`src/hw/rtl/bcp_pkg.sv`:
```
// Shared types, character codes and keyword tables of the bracketed command parser.
// No dependencies; every other file of the block imports this package.
package bcp_pkg;

   localparam int MAX_PACKET_CHARS = 99;
   localparam int TAG_COUNT        = 3;
   localparam int NAME_COUNT       = 2;

   localparam logic [7:0] CHAR_LBRACKET = 8'h5B;
   localparam logic [7:0] CHAR_RBRACKET = 8'h5D;
   localparam logic [7:0] CHAR_COMMA    = 8'h2C;
   localparam logic [7:0] CHAR_PLUS     = 8'h2B;
   localparam logic [7:0] CHAR_MINUS    = 8'h2D;
   localparam logic [7:0] CHAR_SPACE    = 8'h20;
   localparam logic [7:0] CHAR_ZERO     = 8'h30;
   localparam logic [7:0] CHAR_NINE     = 8'h39;
   localparam logic [7:0] CHAR_TAB      = 8'h09;
   localparam logic [7:0] CHAR_CR       = 8'h0D;

   localparam logic [1:0] KIND_TASK       = 2'd0;
   localparam logic [1:0] KIND_MISSING_ID = 2'd1;
   localparam logic [1:0] KIND_JOYSTICK   = 2'd2;

   localparam logic [1:0] PHASE_SKIP   = 2'd0;
   localparam logic [1:0] PHASE_DIGITS = 2'd1;
   localparam logic [1:0] PHASE_DONE   = 2'd2;

   localparam logic REG_TASK_ID_MIN = 1'b0;
   localparam logic REG_TASK_ID_MAX = 1'b1;

   localparam logic [16:0] NUM_LIMIT = 17'd32768;

   localparam logic [7:0] TAG_WORDS [0:2][0:7] = '{
      '{8'h74, 8'h61, 8'h73, 8'h6B, 8'h00, 8'h00, 8'h00, 8'h00},
      '{8'h73, 8'h6C, 8'h69, 8'h64, 8'h65, 8'h72, 8'h00, 8'h00},
      '{8'h6A, 8'h6F, 8'h79, 8'h73, 8'h74, 8'h69, 8'h63, 8'h6B}
   };
   localparam logic [3:0] TAG_LENS [0:2] = '{4'd4, 4'd6, 4'd8};
   localparam logic [7:0] NAME_WORDS [0:1][0:3] = '{
      '{8'h74, 8'h61, 8'h73, 8'h6B},
      '{8'h54, 8'h61, 8'h73, 8'h6B}
   };
   localparam logic [3:0] NAME_LEN = 4'd4;

   typedef struct packed {
      logic [16:0] accum;
      logic        negative;
      logic [1:0]  phase;
   } num_state_type;

   function automatic logic tag_char_match(input logic [1:0] sel, input logic [3:0] pos,
                                           input logic [7:0] ch);
      logic hit;
      hit = 1'b0;
      if (pos < TAG_LENS[sel]) hit = (TAG_WORDS[sel][pos[2:0]] == ch);
      return hit;
   endfunction

   function automatic logic name_char_match(input logic sel, input logic [3:0] pos,
                                            input logic [7:0] ch);
      logic hit;
      hit = 1'b0;
      if (pos < NAME_LEN) hit = (NAME_WORDS[sel][pos[1:0]] == ch);
      return hit;
   endfunction

endpackage

```
`src/hw/rtl/bracketed_command_parser.sv`:
```
// Top level of the bracketed command parser: byte stream in, command beats out,
// APB-style range registers. Depends on bcp_pkg and bcp_atoi.
//
// The block takes one received byte per clock cycle when not stalled and frames packets
// from '[' to ']'; a packet longer than 99 characters is dropped. On the ']' byte it
// emits at most one command beat, registered in the cycle after that byte is accepted.
// All per-byte work is one pass of logic into the parser state and the output register,
// so req_tready is low only while a command beat is held and rsp_tready is low.
module bracketed_command_parser (
   input  logic        clock,
   input  logic        reset,
   input  logic        req_tvalid,
   output logic        req_tready,
   input  logic [7:0]  req_tdata,   // [7:0] rx_byte
   output logic        rsp_tvalid,
   input  logic        rsp_tready,
   output logic [47:0] rsp_tdata,   // [7:0] task_id, [8] task_id_ok, [24:9] speed_value,
                                    // [40:25] turn_value, [47:41] zero
   output logic [1:0]  rsp_tuser,   // [1:0] cmd_kind
   input  logic        csr_psel,
   input  logic        csr_penable,
   input  logic        csr_pwrite,
   input  logic [2:0]  csr_paddr,
   input  logic [31:0] csr_pwdata,
   output logic [31:0] csr_prdata,
   output logic        csr_pready
);
   import bcp_pkg::*;

   logic [7:0]    id_min_ff, id_max_ff;
   logic          in_packet_ff, in_packet_in;
   logic [6:0]    char_count_ff, char_count_in;
   logic [2:0]    token_number_ff, token_number_in;
   logic [3:0]    token_pos_ff, token_pos_in;
   logic [2:0]    tag_ff, tag_in;
   logic [1:0]    name_ff, name_in;
   num_state_type num_ff, num_in, num_fed;
   logic [15:0]   first_ff, first_in;
   logic [15:0]   speed_ff, speed_in;
   logic [15:0]   turn_ff, turn_in;
   logic          rsp_valid_ff, rsp_valid_in;
   logic [1:0]    kind_ff, kind_in;
   logic [7:0]    id_ff, id_in;
   logic          ok_ff, ok_in;
   logic [15:0]   rsp_speed_ff, rsp_speed_in;
   logic [15:0]   rsp_turn_ff, rsp_turn_in;

   logic          accept;
   logic          csr_write;
   logic [7:0]    c;
   logic [15:0]   num_value;
   logic          new_token;
   logic [2:0]    tn_body, idx_body, idx_end;
   logic [2:0]    te_tag;
   logic [1:0]    te_name;
   logic [15:0]   te_first, te_speed, te_turn;
   logic [7:0]    cmd_id;

   assign c          = req_tdata;
   assign req_tready = !rsp_valid_ff || rsp_tready;
   assign accept     = req_tvalid && req_tready;
   assign new_token  = (token_pos_ff == 4'd0);

   bcp_atoi u_atoi (
      .restart   (new_token),
      .rx_char   (c),
      .num_state (num_ff),
      .num_next  (num_fed),
      .num_value (num_value)
   );

   always_comb begin
      te_tag   = tag_ff;
      te_name  = name_ff;
      te_first = first_ff;
      te_speed = speed_ff;
      te_turn  = turn_ff;
      idx_end  = token_number_ff - 3'd1;
      if (!new_token) begin
         if (idx_end == 3'd0) begin
            for (int i = 0; i < TAG_COUNT; i++) begin
               if (TAG_LENS[i] != token_pos_ff) te_tag[i] = 1'b0;
            end
         end else if (idx_end == 3'd1) begin
            if (token_pos_ff != NAME_LEN) te_name = 2'b00;
         end
         if (te_tag[0] && (idx_end == 3'd1)) te_first = num_value;
         if (te_tag[1] && (idx_end == 3'd2)) te_first = num_value;
         if (te_tag[2] && (idx_end == 3'd2)) te_speed = num_value;
         if (te_tag[2] && (idx_end == 3'd3)) te_turn = num_value;
      end
   end

   always_comb begin
      tn_body  = token_number_ff;
      if (new_token && (token_number_ff < 3'd7)) tn_body = token_number_ff + 3'd1;
      idx_body = tn_body - 3'd1;
   end

   always_comb begin
      in_packet_in    = in_packet_ff;
      char_count_in   = char_count_ff;
      token_number_in = token_number_ff;
      token_pos_in    = token_pos_ff;
      tag_in          = tag_ff;
      name_in         = name_ff;
      num_in          = num_ff;
      first_in        = first_ff;
      speed_in        = speed_ff;
      turn_in         = turn_ff;
      rsp_valid_in    = rsp_valid_ff && !rsp_tready;
      kind_in         = kind_ff;
      id_in           = id_ff;
      ok_in           = ok_ff;
      rsp_speed_in    = rsp_speed_ff;
      rsp_turn_in     = rsp_turn_ff;
      cmd_id          = te_first[7:0];

      if (accept) begin
         if (!in_packet_ff) begin
            if (c == CHAR_LBRACKET) begin
               in_packet_in    = 1'b1;
               char_count_in   = 7'd0;
               token_number_in = 3'd0;
               token_pos_in    = 4'd0;
               tag_in          = 3'b111;
               name_in         = 2'b11;
               num_in          = '{accum: '0, negative: 1'b0, phase: PHASE_SKIP};
            end
         end else if (c != CHAR_RBRACKET) begin
            if (char_count_ff < 7'(MAX_PACKET_CHARS)) begin
               char_count_in = char_count_ff + 7'd1;
               if (c == CHAR_COMMA) begin
                  tag_in       = te_tag;
                  name_in      = te_name;
                  first_in     = te_first;
                  speed_in     = te_speed;
                  turn_in      = te_turn;
                  token_pos_in = 4'd0;
               end else begin
                  token_number_in = tn_body;
                  if (idx_body == 3'd0) begin
                     for (int i = 0; i < TAG_COUNT; i++) begin
                        if (!tag_char_match(2'(i), token_pos_ff, c)) tag_in[i] = 1'b0;
                     end
                  end else if (idx_body == 3'd1) begin
                     for (int i = 0; i < NAME_COUNT; i++) begin
                        if (!name_char_match(1'(i), token_pos_ff, c)) name_in[i] = 1'b0;
                     end
                  end
                  num_in = num_fed;
                  if (token_pos_ff < 4'd15) token_pos_in = token_pos_ff + 4'd1;
               end
            end else begin
               in_packet_in    = 1'b0;
               char_count_in   = 7'd0;
               token_number_in = 3'd0;
               token_pos_in    = 4'd0;
               tag_in          = 3'b111;
               name_in         = 2'b11;
               num_in          = '{accum: '0, negative: 1'b0, phase: PHASE_SKIP};
            end
         end else begin
            in_packet_in = 1'b0;
            tag_in       = te_tag;
            name_in      = te_name;
            first_in     = te_first;
            speed_in     = te_speed;
            turn_in      = te_turn;
            token_pos_in = 4'd0;
            rsp_valid_in = 1'b0;
            kind_in      = KIND_TASK;
            id_in        = 8'd0;
            ok_in        = 1'b0;
            rsp_speed_in = 16'd0;
            rsp_turn_in  = 16'd0;
            if ((token_number_ff >= 3'd1) && te_tag[0]) begin
               rsp_valid_in = 1'b1;
               if (token_number_ff < 3'd2) begin
                  kind_in = KIND_MISSING_ID;
               end else begin
                  id_in = cmd_id;
                  ok_in = (cmd_id >= id_min_ff) && (cmd_id <= id_max_ff);
               end
            end else if ((token_number_ff >= 3'd3) && te_tag[1] && (te_name != 2'b00)) begin
               rsp_valid_in = 1'b1;
               id_in        = cmd_id;
               ok_in        = (cmd_id >= id_min_ff) && (cmd_id <= id_max_ff);
            end else if ((token_number_ff >= 3'd5) && te_tag[2]) begin
               rsp_valid_in = 1'b1;
               kind_in      = KIND_JOYSTICK;
               rsp_speed_in = te_speed;
               rsp_turn_in  = te_turn;
            end
         end
      end
   end

   assign csr_write  = csr_psel && csr_penable && csr_pwrite && csr_pready;
   assign csr_pready = 1'b1;
   assign csr_prdata = {24'd0, (csr_paddr[2] == REG_TASK_ID_MAX) ? id_max_ff : id_min_ff};

   always_ff @(posedge clock) begin
      if (reset) begin
         id_min_ff       <= 8'd1;
         id_max_ff       <= 8'd5;
         in_packet_ff    <= 1'b0;
         char_count_ff   <= 7'd0;
         token_number_ff <= 3'd0;
         token_pos_ff    <= 4'd0;
         tag_ff          <= 3'b111;
         name_ff         <= 2'b11;
         num_ff          <= '{accum: '0, negative: 1'b0, phase: PHASE_SKIP};
         first_ff        <= 16'd0;
         speed_ff        <= 16'd0;
         turn_ff         <= 16'd0;
         rsp_valid_ff    <= 1'b0;
      end else begin
         if (csr_write && (csr_paddr[2] == REG_TASK_ID_MIN)) id_min_ff <= csr_pwdata[7:0];
         if (csr_write && (csr_paddr[2] == REG_TASK_ID_MAX)) id_max_ff <= csr_pwdata[7:0];
         in_packet_ff    <= in_packet_in;
         char_count_ff   <= char_count_in;
         token_number_ff <= token_number_in;
         token_pos_ff    <= token_pos_in;
         tag_ff          <= tag_in;
         name_ff         <= name_in;
         num_ff          <= num_in;
         first_ff        <= first_in;
         speed_ff        <= speed_in;
         turn_ff         <= turn_in;
         rsp_valid_ff    <= rsp_valid_in;
      end
   end

   always_ff @(posedge clock) begin
      kind_ff      <= kind_in;
      id_ff        <= id_in;
      ok_ff        <= ok_in;
      rsp_speed_ff <= rsp_speed_in;
      rsp_turn_ff  <= rsp_turn_in;
   end

   assign rsp_tvalid = rsp_valid_ff;
   assign rsp_tuser  = kind_ff;
   assign rsp_tdata  = {7'd0, rsp_turn_ff, rsp_speed_ff, ok_ff, id_ff};

   a_non_joystick_zero: assert property (@(posedge clock) disable iff (reset)
      rsp_valid_ff && (kind_ff != KIND_JOYSTICK) |-> (rsp_speed_ff == 16'd0)
                                                  && (rsp_turn_ff == 16'd0))
      else $error("non-joystick beat carries joystick values");

   a_missing_id_zero: assert property (@(posedge clock) disable iff (reset)
      rsp_valid_ff && (kind_ff == KIND_MISSING_ID) |-> (id_ff == 8'd0) && !ok_ff)
      else $error("missing-id beat carries an id");

   a_char_count_bound: assert property (@(posedge clock) disable iff (reset)
      char_count_ff <= 7'(MAX_PACKET_CHARS))
      else $error("packet character count beyond limit");

   a_no_beat_outside_packet: assert property (@(posedge clock) disable iff (reset)
      accept && !in_packet_ff |=> !$rose(rsp_valid_ff))
      else $error("beat produced by a byte outside a packet");

   a_beat_only_on_close: assert property (@(posedge clock) disable iff (reset)
      accept && (c != CHAR_RBRACKET) |=> !$rose(rsp_valid_ff))
      else $error("beat produced by a byte other than the closing bracket");

endmodule

```
`src/hw/rtl/bcp_atoi.sv`:
```
// Decimal number reader of the bracketed command parser: next accumulator state
// for one token character and the saturated 16-bit value. Depends on bcp_pkg.
module bcp_atoi (
   input  logic                   restart,
   input  logic [7:0]             rx_char,
   input  bcp_pkg::num_state_type num_state,
   output bcp_pkg::num_state_type num_next,
   output logic [15:0]            num_value
);
   import bcp_pkg::*;

   num_state_type base;
   logic          is_digit;
   logic          is_blank;
   logic [18:0]   grown;
   logic [16:0]   accum_digit;

   always_comb begin
      base     = restart ? num_state_type'{accum: '0, negative: 1'b0, phase: PHASE_SKIP}
                         : num_state;
      is_digit = (rx_char >= CHAR_ZERO) && (rx_char <= CHAR_NINE);
      is_blank = (rx_char == CHAR_SPACE) || ((rx_char >= CHAR_TAB) && (rx_char <= CHAR_CR));
      grown    = ({2'b00, base.accum} << 3) + ({2'b00, base.accum} << 1)
                 + {15'd0, rx_char[3:0]};
      accum_digit = (grown > {2'b00, NUM_LIMIT}) ? NUM_LIMIT : grown[16:0];

      num_next = base;
      case (base.phase)
         PHASE_SKIP: begin
            if (is_blank) begin
               num_next = base;
            end else if ((rx_char == CHAR_PLUS) || (rx_char == CHAR_MINUS)) begin
               num_next.negative = (rx_char == CHAR_MINUS);
               num_next.phase    = PHASE_DIGITS;
            end else if (is_digit) begin
               num_next.phase = PHASE_DIGITS;
               num_next.accum = accum_digit;
            end else begin
               num_next.phase = PHASE_DONE;
            end
         end
         PHASE_DIGITS: begin
            if (is_digit) num_next.accum = accum_digit;
            else num_next.phase = PHASE_DONE;
         end
         default: num_next = base;
      endcase

      if (num_state.negative) begin
         num_value = 16'(17'd0 - num_state.accum);
      end else if (num_state.accum > 17'd32767) begin
         num_value = 16'h7FFF;
      end else begin
         num_value = num_state.accum[15:0];
      end
   end

endmodule

```
`config.mk`:
```
export PLATFORM = sky130hd
export DESIGN_NAME = bracketed_command_parser
export DESIGN_NICKNAME = d
export VERILOG_FILES = /design/src/hw/rtl/bcp_pkg.sv /design/src/hw/rtl/bracketed_command_parser.sv /design/src/hw/rtl/bcp_atoi.sv
export SDC_FILE = /design/constraint.sdc
export NUM_CORES = 1
export LEC_CHECK = 0
export BUFFER_PORTS_ARGS = -buffer_cell sky130_fd_sc_hd__buf_4
export CAP_MARGIN = 20
export CORE_MARGIN = 10
export CORE_UTILIZATION = 47
export CTS_CLUSTER_DIAMETER = 50
export DETAILED_ROUTE_END_ITERATION = 7
export PLACE_DENSITY_LB_ADDON = 0.2
export SLEW_MARGIN = 20
export SYNTH_ARGS = -nofsm -noshare
export SYNTH_HDL_FRONTEND = slang
export SYNTH_SLANG_ARGS = --single-unit
```
`constraint.sdc`:
```
create_clock -name clock -period 6.3 [get_ports clock]
set_clock_uncertainty 0.15 [all_clocks]
set_input_delay 1.26 -clock clock [delete_from_list [all_inputs] [get_ports clock]]
set_output_delay 1.26 -clock clock [all_outputs]
set_load 0.005 [all_outputs]
```
-- After elaboration in Yosys (flattened, before gate mapping)
Memory sizes are Yosys's and may differ from the RTL's.
Index checks and enable logic that the tools add are counted.
- reductions and logical operators: 40
- add/sub/neg operators: 8
- eq/ne operators: 33
- mux-type cells: 149
- bitwise logic cells: 5
- order comparisons: 20
- operators with widths (kind ; count):
    2-to-1 mux 16 bit ; 18
    2-to-1 mux 20 bit ; 7
    2-to-1 mux 8 bit ; 14
    2-to-1 mux 1 bit ; 61
    2-to-1 mux 17 bit ; 3
    2-to-1 mux 3 bit ; 15
    == test 8 bit ; 5
    2-to-1 mux 2 bit ; 17
    one-hot mux 17 bit (2 select lines) ; 1
    binary-select mux 8 bit (select 2 bit) ; 2
    == test 8 x 6 -> 1 bit (second input constant) ; 4
    != test 5 bit (second input constant) ; 6
    2-to-1 mux 7 bit ; 4
    2-to-1 mux 4 bit ; 6
    AND reduction 4 bit ; 5
    adder 19 x 18 -> 19 bit ; 1
    adder 19 x 4 -> 19 bit ; 1
    greater-than comparator 19 x 16 -> 1 bit (second input constant) ; 1
    logical AND 1 bit ; 18
    greater-than comparator 17 x 15 -> 1 bit (second input constant) ; 1
    subtractor 1 x 16 -> 16 bit (first input constant) ; 1
    != test 5 x 3 -> 1 bit (second input constant) ; 3
    AND reduction 5 bit ; 2
    AND reduction 3 bit ; 3
    other kinds (40) ; 56
- memory bits (read-only): 192
- memories kept: 3
- output and inout port bits: 85
- logic and storage cells: 281
- register bits: 148
- memories (memory ; words ; bits a word ; rd ports ; clocked after memory_dff ; write ports ; RTL line ; text):
    (name not given) ; 8 ; 8 ; 1 ; 0 ; 0 ; bcp_pkg.sv:55 ; if (pos < TAG_LENS[sel]) hit = (TAG_WORDS[sel][pos[2:0]] == ch);
    (name not given) ; 8 ; 8 ; 1 ; 0 ; 0 ; bcp_pkg.sv:55 ;
    (name not given) ; 8 ; 8 ; 1 ; 0 ; 0 ; bcp_pkg.sv:55 ;

-- Logic depth before layout (Yosys ltp)
Gate-level depths: netlist of the first run.
- depth after elaboration: 20
- mapped depth: 20

-- Cells and area by module
A second synthesis of the first run with hierarchy kept.
- cell total of the unflattened synthesis: 1081
- area total of the unflattened synthesis: 9520.4 um^2
- by module, submodules not included (module ; seq. area each (um^2) ; instances ; cells each ; area an instance (um^2)):
    bracketed_command_parser ; 3233.1 ; 1 ; 767 ; 7314.5
    bcp_atoi ; 0.0 ; 1 ; 314 ; 2205.9

-- Worst setup path after synthesis of the first run
No wires, ideal clock.
- path type: flip-flop to flip-flop
- start: reg token_pos_ff[0]
- end: reg num_ff[3] (netlist name)
- cell stages (with the launch flop): 20
- setup time: 0.060 ns
- data required time: 6.090 ns
- arrival: 5.280 ns
- path slack: 0.810 ns
- cells stage by stage: dfxtp_1 > clkbuf_1 > inv_1 > ha_1 > buf_2 > or3b_1 > clkbuf_1 > clkbuf_1 > clkbuf_1 > and2_1 > ha_1 > ha_1 > a21o_1 > a31o_1 > or3_1 > a2111o_1 > a2111o_1 > o41ai_4 > nor4b_4 > a22o_1
- word-level cells in the longest chain between the ends: 14
- ends and longest elaborated chain (item ; RTL line ; text):
    from (decl) ; bracketed_command_parser.sv:34 ; logic [3:0] token_pos_ff, token_pos_in;
    from (signal assigned) ; bracketed_command_parser.sv:224 ; token_pos_ff <= token_pos_in;
    zero test 4 bit * ; bracketed_command_parser.sv:62 ; assign new_token = (token_pos_ff == 4'd0);
    2-to-1 mux 20 bit * ; bcp_atoi.sv:19 ; base = restart ? num_state_type'{accum: '0, negative: 1'b0, phase: PHASE_SKIP}
    adder 19 x 18 -> 19 bit ; bcp_atoi.sv:23 ; grown = ({2'b00, base.accum} << 3) + ({2'b00, base.accum} << 1)
    adder 19 x 4 -> 19 bit ; bcp_atoi.sv:24 ; + {15'd0, rx_char[3:0]};
    greater-than comparator 19 x 16 -> 1 bit ; bcp_atoi.sv:25 ; accum_digit = (grown > {2'b00, NUM_LIMIT}) ? NUM_LIMIT : grown[16:0];
    2-to-1 mux 17 bit ; bcp_atoi.sv:25 ;
    2-to-1 mux 17 bit ; bcp_atoi.sv:35, bcp_atoi.sv:43 ;
    2-to-1 mux 17 bit ; bcp_atoi.sv:32 ; end else if ((rx_char == CHAR_PLUS) || (rx_char == CHAR_MINUS)) begin
    2-to-1 mux 20 bit ; bcp_atoi.sv:30 ; if (is_blank) begin
    one-hot mux 17 bit (2 select lines) * ; bcp_atoi.sv:28 ; case (base.phase)
    2-to-1 mux 20 bit * ; bracketed_command_parser.sv:133 ; if (c == CHAR_COMMA) begin
    2-to-1 mux 20 bit * ; bracketed_command_parser.sv:131 ; if (char_count_ff < 7'(MAX_PACKET_CHARS)) begin
    2-to-1 mux 20 bit * ; bracketed_command_parser.sv:130 ; end else if (c != CHAR_RBRACKET) begin
    2-to-1 mux 20 bit * ; bracketed_command_parser.sv:120 ; if (!in_packet_ff) begin
    to (signal assigned) ; bracketed_command_parser.sv:213 ; num_ff <= '{accum: '0, negative: 1'b0, phase: PHASE_SKIP};
    to (signal assigned) ; bracketed_command_parser.sv:227 ; num_ff <= num_in;
    to (decl) ; bracketed_command_parser.sv:37 ; num_state_type num_ff, num_in, num_fed;
Every way passes the cells marked *; elsewhere a longest branch is shown, timed or not. The select of a mux whose other input is x is not followed.
A chain may end at the register's enable or synchronous reset.

-- Worst setup path in the final report of the first run
- start: reg token_pos_ff[0]
- end: reg num_ff[9] (netlist name)
The elaborated chain is that of the path after synthesis.

==> impl_metrics.ini, run 1 <==
[setup_path]
path_max_fanout = 20
cp-start-kind = flop
required_ns = 6.51
arrival_ns = 5.83
crit_type = flop to flop
crit_path_end_kind = flop

[die]
die_area_mm2 = 0.0249
die_h_um = 158
num_rows = 50
ios = 135
die_w_um = 158
coreArea_mm2 = 0.0187
start_util = 0.477

[drt]
dr.pass1.iters = 5
first_iter_violations = 485
vias_per_cell = 5.66
routed_wirelength_um = 22100
ant_nets = 0
wl_per_cell_um = 16.3
drc_errors = 0
dr_total_vias = 7674

[synth]
synth_simple_gate_area_frac = 0.208
synth_top_area_frac = 0.218
synth_area_mm2 = 0.00893
synth_seq_area_share = 0.362
synth_edf_count = 43
synthXorXnorAreaFrac = 0.0343
synth-compound-area-share = 0.205
synth_top_family_by_area = simple AND/OR/NAND/NOR gates
ys_types = 77
ys_seq_elements = 140
synthTopCellsByCount = nor2_1, nand2_1, dfxtp_1, a21oi_1, ha_1
synth_mux_area_frac = 0.0293
synth_fa_ha_area_frac = 0.0934
synth_top_flop_cell = dfxtp_1
yosys.area.top_type = dfxtp_1
yosysMostFrequentCell = nor2_1
avgSynthCellArea_um2 = 8.42
ys_warn_count = 0
async_flop_share = 0
synth_area_leaders = dfxtp_1, edfxtp_1, ha_1
syn_inst = 1060

[timing]
worst_pin_slew_ns = 1.05
holdWs_ns = 0.303
finalSetupViolCount = 0
slew_headroom = 0.300
rsz0062_at_grt = false
tns_ns = 0
clock.fmax_mhz = 178
maxSlewViolCount = 0
period_needed_ns = 5.62
fin_crit_sh = 0.892
hold_violations = 0
fin_ws_ns = 0.679

[grt]
grt_usage = 0.177
grt_pass1_wl_um = 36000
grt_max_degree = 80
antenna_found_initial = 0
grt_pass1_vias = 7169
grt.overflow.total = 0

[cells_and_area]
drive_gt1_frac = 0.126
fill_cells = 1736
area_growth_pct = 13.8
utilization = 0.543
multi_input_area_mm2 = 0.00522
register_area_mm2 = 0.00323
num-nets-final = 1226
antenna_cells = 0

[clocking]
cts_resized = 0
ctsHoldBuffers = 0
clkSinkCount = 140
cts.path.max_buffers = 2
cts-buffers-inserted = 17
clockRootBuffer = clkbuf_16
cts_setup_buffers = 0
cts_htree_levels = 4
cts.clk_slew.worst_paths_ns = 0.06
cts_tree = done
clk_latency_ns = 0.43

[placed_design]
preCtsSetupSlack_ns = 0.729
place_hpwl_um = 16200
gp_congestion = 0.903
io_buffers = 76

[job]
cap_violations = 0

[power_and_ir_drop]
peakVddDrop_mv = 0.186
leakagePower_nw = 4.13
total_power_w = 0.00203
powerDensity_mw_per_mm2 = 200

[run_status]
outcome = finished, final reports clean

[min_path]
hold_path_class = flop to flop
[sequential cells by signal, summed over array words and instances (netlist names), 3 cells and up]
signal	cells
num_ff	20
rsp_speed_ff	16
rsp_turn_ff	16
speed_ff	16
turn_ff	16
first_ff	8
id_ff	8
id_max_ff	8
id_min_ff	8
char_count_ff	7
token_pos_ff	4
tag_ff	3
token_number_ff	3
[per-layer routing]
layer  global-route usage  part of all wire  vias to the layer above
li1                     -                 -                     3849
met1                0.235              0.48                     3579
met2                0.285              0.45                      223
met3               0.0339             0.058                       23
met4               0.0516             0.014                        0
met5                    0                 0                        -
[logic make-up (layout without fill, tap and decap cells)]
family	count (synthesis)	in the layout
AND/OR/NAND/NOR	393	393
adder cells (fa/ha/maj)	66	66
multiplexers	26	26
other	2	32
AO/OA/AOI/OAI	274	274
buffers and inverters	124	157
flip-flops	140	140
XOR/XNOR	35	35
[cells in the final DEF (no fill, tap or decap), types with 19 or more instances in the layout]
| cell type | Yosys | final |
|---|---|---|
| nand3_1 | 21 | 21 |
| edfxtp_1 | 43 | 43 |
| nand2_1 | 124 | 124 |
| xnor2_1 | 22 | 22 |
| o21ai_0 | 51 | 51 |
| buf_4 | 33 | 92 |
| conb_1 | 2 | 32 |
| ha_1 | 65 | 65 |
| mux2i_1 | 25 | 25 |
| a211oi_1 | 48 | 48 |
| inv_1 | 33 | 33 |
| nor2_1 | 127 | 125 |
| dfxtp_1 | 97 | 97 |
| and2_1 | 19 | 19 |
| a21oi_1 | 76 | 76 |
[power breakdown]
part	internal (W)	switching (W)	leakage, nW	total, W
clock network	0.000600	0.000429	0.300	0.00103
logic	0.0000282	0.0000481	2.56	0.0000763
registers	0.000925	0.00000169	1.27	0.000927
total	0.00155	0.000479	4.13	0.00203
[cell type report]
type,instances,share of cell area
multi-input combinational,826,0.513
sequential,140,0.318
timing repair buffer,92,0.0680
clock buffer,17,0.0419
tap,234,0.0288
clock inverter,15,0.0172
inverter,33,0.0122
[metrics by stage]
| step | cell area [µm²] | std cells |
|---|---|---|
| final | 10200 | 1357 |
| after global routing | 10200 | 1357 |
| after CTS | 10200 | 1357 |
| after detailed placement | 9560 | 1325 |
| after global placement | 9550 | 1324 |
| after floorplan | 9040 | 1090 |
[worst max-delay path, cell delays in order, from the launching register on]
cell      delay (ns)
dfxtp_1         0.31
inv_1           0.16
ha_1            0.39
or3b_1          0.68
and2_1          0.32
ha_1            0.30
ha_1            0.38
a21o_1          0.23
a31o_1          0.22
or3_1           0.37
a2111o_1        0.43
a2111o_1        0.42
o41ai_4         0.35
nor4b_4         0.60
a22o_1          0.22
[worst paths after layout]
kind,from,endpoint,slack [ns],cells after the start
max,token_pos_ff[0],num_ff[9],0.68,14
min,first_ff[5],first_ff[5],0.30,2
min reg2reg,first_ff[5],first_ff[5],0.30,2
max reg2reg,token_pos_ff[0],num_ff[9],0.68,14
Power figures use the tool's default switching activity.
==> inputs of run 2 (changes only) <==
CORE_UTILIZATION = 58   (was 47)
==> run 2 against run 1 <==
Total power down 2.4%. Sequential power barely moved. Critical path type unchanged. Sequential share of layout area grew 0.31 points. Flip-flop and latch count did not move. Global-route usage increased by 3.5 points. Largest cell class unchanged. Fmax down 3.7%. Critical path depth grew 1. Clock-buffer cell count rose by 2. Cell count is 3.7% lower.
==> impl_metrics.ini, run 2 (synthesis results as in run 1) <==
[grt]
grt.overflow.total = 0
grt_pass1_wl_um = 35700
grt_max_degree = 80
antenna_found_initial = 0
grt_usage = 0.211
grt_pass1_vias = 7140

[power_and_ir_drop]
power_frac_clock = 0.494
switching_share = 0.230
power.switching_w = 0.000456
p_comb_frac = 0.038
cellInternalPower_w = 0.00153
pwr-share-seq = 0.468
total_power_w = 0.00198
peakVddDrop_mv = 0.207
leakagePower_nw = 4.10
powerDensity_mw_per_mm2 = 197

[cells_and_area]
num-nets-final = 1222
layout_common_cells = nor2_1, nand2_1, dfxtp_1, buf_4, a21oi_1
final_common_cell = nor2_1
drive_gt1_frac = 0.123
area_growth_pct = 12.7
largest_reg_flops = 20
top_register = num_ff
antenna_cells = 0

[setup_path]
crit_type = flop to flop
cp-start-kind = flop
required_ns = 6.51
crit_chain = inv_1 > ha_1 > or3b_1 > nand2_1 > xnor2_1 > ha_1 > ha_1 > a21o_1 > and4_2 > or3_1 > a2111o_1 > a2111o_1 > o41ai_4 > nor4b_4 > a22o_1
path_max_fanout = 21
arrival_ns = 6.05
cpMostUsedCell = ha_1
crit_path_end_kind = flop
cpPeakStageDelay_ns = 0.64
crit_slowest_cell = or3b_1

[timing]
tns_ns = 0
rsz0062_at_grt = false
slew_headroom = 0.309
worst_pin_slew_ns = 1.04
clock.fmax_mhz = 171
fin_crit_sh = 0.926
maxSlewViolCount = 0
finalSetupViolCount = 0
hold_violations = 0
period_needed_ns = 5.84

[placed_design]
io_buffers = 76
place_hpwl_um = 15700
gp_congestion = 0.913

[die]
start_util = 0.589
num_rows = 45
coreArea_mm2 = 0.0151
die_w_um = 144
ios = 135
die_h_um = 144
die_area_mm2 = 0.0208

[drt]
wl_per_cell_um = 16.7
vias_per_cell = 5.90
first_iter_violations = 610
dr.pass1.iters = 6
drc_errors = 0
dr_total_vias = 7716
routed_wirelength_um = 21800
ant_nets = 0

[clocking]
clk_latency_ns = 0.43
cts.path.max_buffers = 2
clockRootBuffer = clkbuf_16
ctsHoldBuffers = 0
clkSinkCount = 140
cts-buffers-inserted = 17
cts.clk_slew.worst_paths_ns = 0.06
cts_htree_levels = 4
cts_resized = 0
cts_tree = done
cts_setup_buffers = 0

[min_path]
hold_path_class = flop to flop

[run_status]
outcome = finished, final reports clean

[job]
cap_violations = 0
==> run 2: cell count changes in the layout (fill, tap and decap cells not counted), moves of 2 or more <==
cell,previous run,this run
clkinv_4,1,5
buf_4,92,88
clkbuf_8,0,2
inv_8,3,1
inv_6,7,4
==> run 2: power by group through the flow <==
stage,sequential [W],clock [W],combinational [W]
3_3_place_gp,0.000947,0,0.0000729
6_report,0.000927,0.000980,0.0000757
3_5_place_dp,0.000947,0,0.0000738
5_1_grt,0.000927,0.00102,0.0000850
4_1_cts,0.000927,0.000989,0.0000741
2_1_floorplan,0.000947,0,0.0000627
==> run 2: area by class of cell <==
class	count	area, µm²
fill	1310	5090
clock buffer	19	453
clock inverter	13	133
tap	188	235
sequential	140	3230
inverter	33	124
timing repair buffer	88	661
multi-input combinational	826	5220
==> run 2: critical path: cells and delay by family, from the launching register on <==
family / cells / cell delay [ns]
buffers and inverters: 1 / 0.22
adder cells (fa/ha/maj): 3 / 1.00
AO/OA/AOI/OAI: 5 / 1.61
flip-flops: 1 / 0.56
AND/OR/NAND/NOR: 5 / 2.03
XOR/XNOR: 1 / 0.17
==> run 2: metrics by stage <==
step,setup slack (ns),utilization,hold slack [ns],area (µm²),std cells
after global placement,0.652,0.625,0.292,9470,1275
after global routing,0.204,0.664,0.332,10100,1307
after detailed placement,0.580,0.625,0.299,9470,1275
final,0.464,0.664,0.304,10100,1307
after floorplan,0.810,-,0.276,9040,1090
after CTS,0.532,0.664,0.306,10100,1307
==> run 2: path summary, 6_finish.rpt <==
check,start,end,slack [ns],cells past startpoint
worst max-delay path,token_pos_ff[0],num_ff[11],0.46,15
worst max register to register,token_pos_ff[0],num_ff[11],0.46,15
worst min-delay path,id_min_ff[4],id_min_ff[4],0.30,2
worst min register to register,id_min_ff[4],id_min_ff[4],0.30,2
==> run 2: per-layer routing <==
layer | wire length [µm] | share of wire | GRT usage
met1 | 10100 | 0.46 | 0.285
met2 | 10100 | 0.46 | 0.338
met3 | 1360 | 0.062 | 0.0410
met4 | 284 | 0.013 | 0.0564
met5 | 0 | 0 | 0
